### config.mk
export PLATFORM = sky130hd
export DESIGN_NAME = vn3_hash
export DESIGN_NICKNAME = d
export VERILOG_FILES = /design/src/design/vn3_pkg.sv /design/src/design/vn3_hash.sv
export SDC_FILE = /design/constraint.sdc
export NUM_CORES = 2
export LEC_CHECK = 0
export ABC_AREA = 1
export BUFFER_PORTS_ARGS = -buffer_cell sky130_fd_sc_hd__buf_2
export CAP_MARGIN = 20
export CORE_MARGIN = 2
export CORE_UTILIZATION = 30
export CTS_CLUSTER_DIAMETER = 50
export DETAILED_ROUTE_END_ITERATION = 7
export SYNTH_ARGS = -nofsm -noshare
export SYNTH_HDL_FRONTEND = slang
export SYNTH_SLANG_ARGS = --single-unit
export TNS_END_PERCENT = 100
### constraint.sdc
create_clock -name clk -period 5.3 [get_ports clk]
set_clock_uncertainty 0.15 [all_clocks]
set_input_delay 0.265 -clock clk [delete_from_list [all_inputs] [get_ports clk]]
set_output_delay 0.265 -clock clk [all_outputs]
set_load 0.03 [all_outputs]
### src/design/vn3_pkg.sv
// Shared constants, types and arithmetic helpers for the 3D value noise block.
// Depends on nothing; used by vn3_hash, value_noise_3d, vn3_checker and the bench.
`timescale 1ns / 1ps
package vn3_pkg;

  // Fraction bits of the input coordinates (range 8 to 24)
  localparam int FRAC_BITS = 16;

  localparam logic [31:0] FRAC_MASK  = 32'((64'd1 << FRAC_BITS) - 64'd1);
  localparam int          FRAC_DOWN  = (FRAC_BITS >= 16) ? FRAC_BITS - 16 : 0;
  localparam int          FRAC_UP    = (FRAC_BITS < 16) ? 16 - FRAC_BITS : 0;

  // Corner hash constants
  localparam logic [31:0] HASH_KX    = 32'd374761393;
  localparam logic [31:0] HASH_KY    = 32'd668265263;
  localparam logic [31:0] HASH_KZ    = 32'd924083321;
  localparam logic [31:0] HASH_MIX   = 32'd1274126177;
  localparam int          HASH_SHIFT = 13;

  // Smoothstep: 3.0 in Q2.16
  localparam logic [17:0] FADE_THREE = 18'd196608;

  // Pipeline depth from accept to result strobe
  localparam int LATENCY = 6;

  typedef logic [15:0]       q16_t;
  typedef logic [7:0][15:0]  corner_vals_t;
  typedef logic [2:0][15:0]  axis_q16_t;

  // Bring the low FRAC_BITS of a coordinate to Q0.16
  function automatic q16_t frac_q16(input logic [31:0] c);
    logic [31:0] raw;
    raw = (c & FRAC_MASK) >> FRAC_DOWN;
    return 16'(raw << FRAC_UP);
  endfunction

  // lerp(a,b,t) = (a*(65536-t) + b*t) >> 16, written as a + ((b-a)*t >>> 16)
  function automatic q16_t blend(input q16_t a, input q16_t b, input q16_t t);
    logic signed [16:0] d;
    logic signed [33:0] p;
    logic signed [16:0] s;
    d = $signed({1'b0, b}) - $signed({1'b0, a});
    p = 34'(d) * $signed({18'd0, t});
    s = $signed({1'b0, a}) + $signed(p[32:16]);
    return s[15:0];
  endfunction

endpackage

### src/design/vn3_hash.sv
// Corner hash pipeline: lattice cell, per-axis products, eight corner values.
// Depends on vn3_pkg; three register stages, no reset on payload.
`timescale 1ns / 1ps
module vn3_hash (
  input  logic                  clk,
  input  logic [31:0]           coord_x,
  input  logic [31:0]           coord_y,
  input  logic [31:0]           coord_z,
  output vn3_pkg::corner_vals_t corners
);
  import vn3_pkg::*;

  logic [31:0]  cell_x, cell_y, cell_z;
  logic [31:0]  px, py, pz;
  logic [31:0]  px_next, py_next, pz_next;
  corner_vals_t mixed, mixed_next;
  corner_vals_t corners_next;

  // Stage 1: floor by arithmetic shift, multiply each axis by its key
  always_comb begin
    cell_x  = 32'($signed(coord_x) >>> FRAC_BITS);
    cell_y  = 32'($signed(coord_y) >>> FRAC_BITS);
    cell_z  = 32'($signed(coord_z) >>> FRAC_BITS);
    px_next = cell_x * HASH_KX;
    py_next = cell_y * HASH_KY;
    pz_next = cell_z * HASH_KZ;
  end

  always_ff @(posedge clk) begin
    px <= px_next;
    py <= py_next;
    pz <= pz_next;
  end

  // Stage 2: sum per corner (cell+1 adds the key once), fold high bits down
  always_comb begin
    logic [31:0] h;
    for (int i = 0; i < 8; i++) begin
      h = (i[0] ? px + HASH_KX : px) +
          (i[1] ? py + HASH_KY : py) +
          (i[2] ? pz + HASH_KZ : pz);
      mixed_next[i] = h[15:0] ^ h[15+HASH_SHIFT:HASH_SHIFT];
    end
  end

  always_ff @(posedge clk) begin
    mixed <= mixed_next;
  end

  // Stage 3: final multiply, only the low half-word is kept
  always_comb begin
    for (int i = 0; i < 8; i++) begin
      corners_next[i] = 16'(mixed[i] * HASH_MIX[15:0]);
    end
  end

  always_ff @(posedge clk) begin
    corners <= corners_next;
  end

endmodule

Word level (Yosys, flattened, before mapping):

Cells that the tools add are included.

* bitwise operators: 8
* $mul: 11
* $add $sub $neg: 15

Operator list (number)
* $add 29x29->29: 12
* $mul 16x16->16 const B: 8
* $xor 16x16->16: 8
* $mul 16x31->29 const B: 2
* $add 29x29->29 const B: 2
* $mul 16x30->29 const B: 1
* $add 29x27->29 const B: 1

* input port bits: 97
* flip-flop bits (word level): 343
* logic and storage cells: 53

Longest topological paths before layout:

* depth after elaboration: 4
* gate-level depth with buffers: 33
* mapped depth without buffers: 33

Worst setup path before layout:

OpenSTA, ideal clock, no wires.

* path kind: input to register
* start: input port coord_y[20]
* end: register py[28]
* data arrival time: 4.687 ns
* cell stages on the path: 17
* setup slack: 0.339 ns
* setup time: 0.124 ns
* buffers on the path: 0
* cell sequence: fa_1 > inv_1 > fa_1 > inv_1 > fa_1 > inv_1 > fa_1 > fa_1 > inv_1 > fa_1 > ha_1 > nand2_1 > nor4_1 > nand4_1 > nand3_1 > a31oi_1 > xor2_1

* word-level cells in the longest chain between the ends: 1

Ends and longest elaborated chain
* start: declaration: RTL line vn3_hash.sv:7 `input logic [31:0] coord_y,`
* $mul 16x31->29: RTL line vn3_hash.sv:25 `py_next = cell_y * HASH_KY;`
* net py_next[28]: RTL line vn3_hash.sv:15 `logic [31:0] px_next, py_next, pz_next;`
* end signal: assignment: RTL line vn3_hash.sv:31 `py <= py_next;`
* end: declaration: RTL line vn3_hash.sv:14 `logic [31:0] px, py, pz;`

The timed path passes the listed nets, and every way through them passes these cells.

==> results.py <==
metrics = {
    "run_status": {
        "status": "finished, final reports clean",
    },
    "timing": {
        "finalCriticalPeriod_ns": 5.24,
        "setup-tns-final_ns": 0,
        "setup_violations": 0,
        "timing.final.max_slew_violations": 0,
        "fmax_ghz": 0.191,
        "fin_crit_sh_pct": 98.9,
        "final_hold_viol_count": 0,
        "slew_headroom_pct": 19.8,
        "rsz0062_at_grt": "true",
        "worst_pin_slew_ns": 1.20,
    },
    "worst_hold_path": {
        "hold_class": "primary input to flip-flop",
        "holdCritStartpoint": "coord_y[17]",
    },
    "critical_path": {
        "crit_path_start_kind": "flip-flop",
        "cpMostUsedCell": "inv_1",
        "crit_slowest_cell": "nor4_4",
        "crit_path_start": "py[6]",
        "critPathMaxStageDelay_ns": 0.38,
        "cp-end-kind": "flip-flop",
        "critical_path_class": "flip-flop to flip-flop",
        "critPathMaxFanout": 3,
        "cp.required_ns": 5.72,
        "reg2reg_setup_slack_ns": 0.06,
        "worstPathArrival_ns": 5.66,
        "rr_startpoint": "py[6]",
        "path_buf_inv": 9,
        "crit_family": "simple AND/OR/NAND/NOR gates",
    },
    "global_routing": {
        "grt_overflow": 0,
        "gr-usage-met3_pct": 1.98,
        "antenna_found_initial": 2,
        "grtUsageMet1_pct": 27.7,
        "grt_pass1_vias": 51500,
        "use_met2_pct": 34.8,
        "grt_pass1_wl_um": 305000,
        "track_usage_pct": 20.9,
        "grt-busiest-layer": "met2",
        "grt_max_degree": 15,
    },
    "clock_tree": {
        "clk_latency_ns": 0.69,
        "ctsLongestPathBuffers": 3,
        "cts_tree": "built",
        "cts.sinks": 343,
        "cts.clk_slew.worst_paths_ns": 0.05,
        "htree_num_levels": 2,
        "cts-root-buf": "clkbuf_16",
        "cts_buffers": 55,
    },
    "logic_synthesis": {
        "synth_edf_count": 0,
        "synthCells": 6800,
        "synth_area_leaders": "ha_1 (24%), fa_1 (19%), dfxtp_1 (12%)",
        "synth.distinct_cells": 57,
        "synthesis.nets": 8530,
        "dominantRegCellSynth": "dfxtp_1",
        "ys_seq_area_share_pct": 12.2,
        "async_reset_ff_share_pct": 0,
        "syn_avg_cell_area_um2": 8.25,
        "synth_warnings": 0,
        "synth_top_area_cell": "ha_1",
        "netlist_area_mm2": 0.0561,
        "ys_ff_latch": 343,
        "synth_top_area_share_pct": 24.3,
    },
    "finish": {
        "stdcell_area_mm2": 0.0704,
        "nFillCells": 19100,
        "drive_above_1_share_pct": 19.3,
        "nNetsFinal": 9701,
        "syn_to_final_growth_pct": 25.6,
    },
    "drt": {
        "routed_via_density": 4.75,
        "wl_per_cell_um": 19.3,
        "vias": 49800,
        "drt-total-wl_um": 202000,
        "drc": 0,
        "drt_iter0_drc": 3370,
        "first_pass_iters": 6,
        "ant_nets": 0,
    },
    "die": {
        "ios": 225,
        "dieArea_mm2": 0.190,
        "fp.coreArea_mm2": 0.186,
        "rows": 158,
        "die_w_um": 436,
        "die_h_um": 436,
        "start_util_pct": 30.2,
    },
    "placement": {
        "gp_congestion": 1.03,
        "dpl.hpwl_um": 180000,
        "dpl_cell_area_mm2": 0.0669,
        "io_buffers": 176,
    },
    "job": {
        "cap_viol_max_count": 0,
    },
}
-- cells by family after synthesis --
kind of cell / synth area share [%]
flops: 12.2
fa+ha+maj: 43.7
buf+inv: 8.17
compound gates: 10.2
simple gates: 13.8
xor+xnor: 11.9
-- layout make-up --
cell class                      instances  area, µm²  area share [%]
Clock buffer                           64       1450            2.06
Tap cell                             2480       3100            4.41
Clock inverter                         38        370           0.526
Antenna cell                            1       2.50         0.00355
Multi-Input combinational cell       5236      46000            65.4
Inverter                             1221       4580            6.51
Timing Repair Buffer                 1114       7980            11.3
Sequential cell                       343       6880            9.77
-- routing by layer --
metal | vias up | wire [µm]
met5 | - | 0
met4 | 0 | 9090
met3 | 379 | 9840
met2 | 1342 | 92200
met1 | 23700 | 91000
li1 | 24400 | -
-- tightest hold or removal path, delay by kind of cell --
kind	cells	cell delay (ns)
adders and majority gates	1	0.25
buffers and inverters	2	0.28
-- metrics by stage --
stage	hold slack, ns	util [%]	instances	setup WS [ns]
floorplan	0.143	-	6800	0.339
global placement	0.256	36.1	10400	-0.464
detailed placement	0.262	36.1	10400	-0.296
CTS	0.00797	37.1	10500	-0.0529
global route	0.0357	37.9	10500	-0.206
finish	0.0411	37.9	10500	0.0596
-- Yosys cell counts, drive strengths merged, types with 7 or more instances --
cell    count
nor3       44
a21o       39
nand3     220
o31ai       7
nand2    1029
o211ai     22
xnor2     263
nor4       28
o21ai     299
dfxtp     343
or2        24
o21a       16
a211oi     11
nor2      390
nand3b     27
fa        544
a31oi      26
a21oi     528
ha       1089
inv      1221
o21bai     35
nand4      48
xor2      493
a21boi     25
-- worst paths after layout --
path                 endpoint  depth (start not counted)
setup / recovery   mixed[111]                         34
hold / removal          py[1]                          3
setup reg to reg   mixed[111]                         34
hold reg to reg   corners[36]                          0
-- registers in the layout (all words and copies together) (netlist names) --
signal,flops
pz,29
mixed,128
py,29
corners,128
px,29
-- timing repair --
item | 4_1_cts | 5_1_grt
hold buffers | 10 | 0
buffers inserted | 0 | 15
endpoints found under the hold margin | 11 | 0
resized for setup | 15 | 323
endpoints found under the setup margin | 16 | 69
pin swaps | 0 | 82
-- placed cells by master, fill, tap and decap left out, drive strengths merged, types with 2 or more instances in the layout --
cell type and count:
a211oi 11, a21boi 25, a21o 39, a21oi 528, a221oi 2, a22oi 2
a31oi 26, and2 2, and3 4, buf 1104, clkbuf 64, clkinv 12
clkinvlp 7, dfxtp 343, dlygate4sd3 10, fa 544, ha 1089, inv 1239
nand2 1029, nand2b 2, nand3 220, nand3b 27, nand4 48, nor2 390
nor3 44, nor4 28, o2111ai 6, o211a 2, o211ai 22, o21a 16
o21ai 299, o21bai 35, o221ai 4, o31ai 7, or2 24, xnor2 263
xor2 493
Power is left out: the tool's default activity adds up to more than one toggle a clock period on the data nets, which glitch-free logic cannot reach.
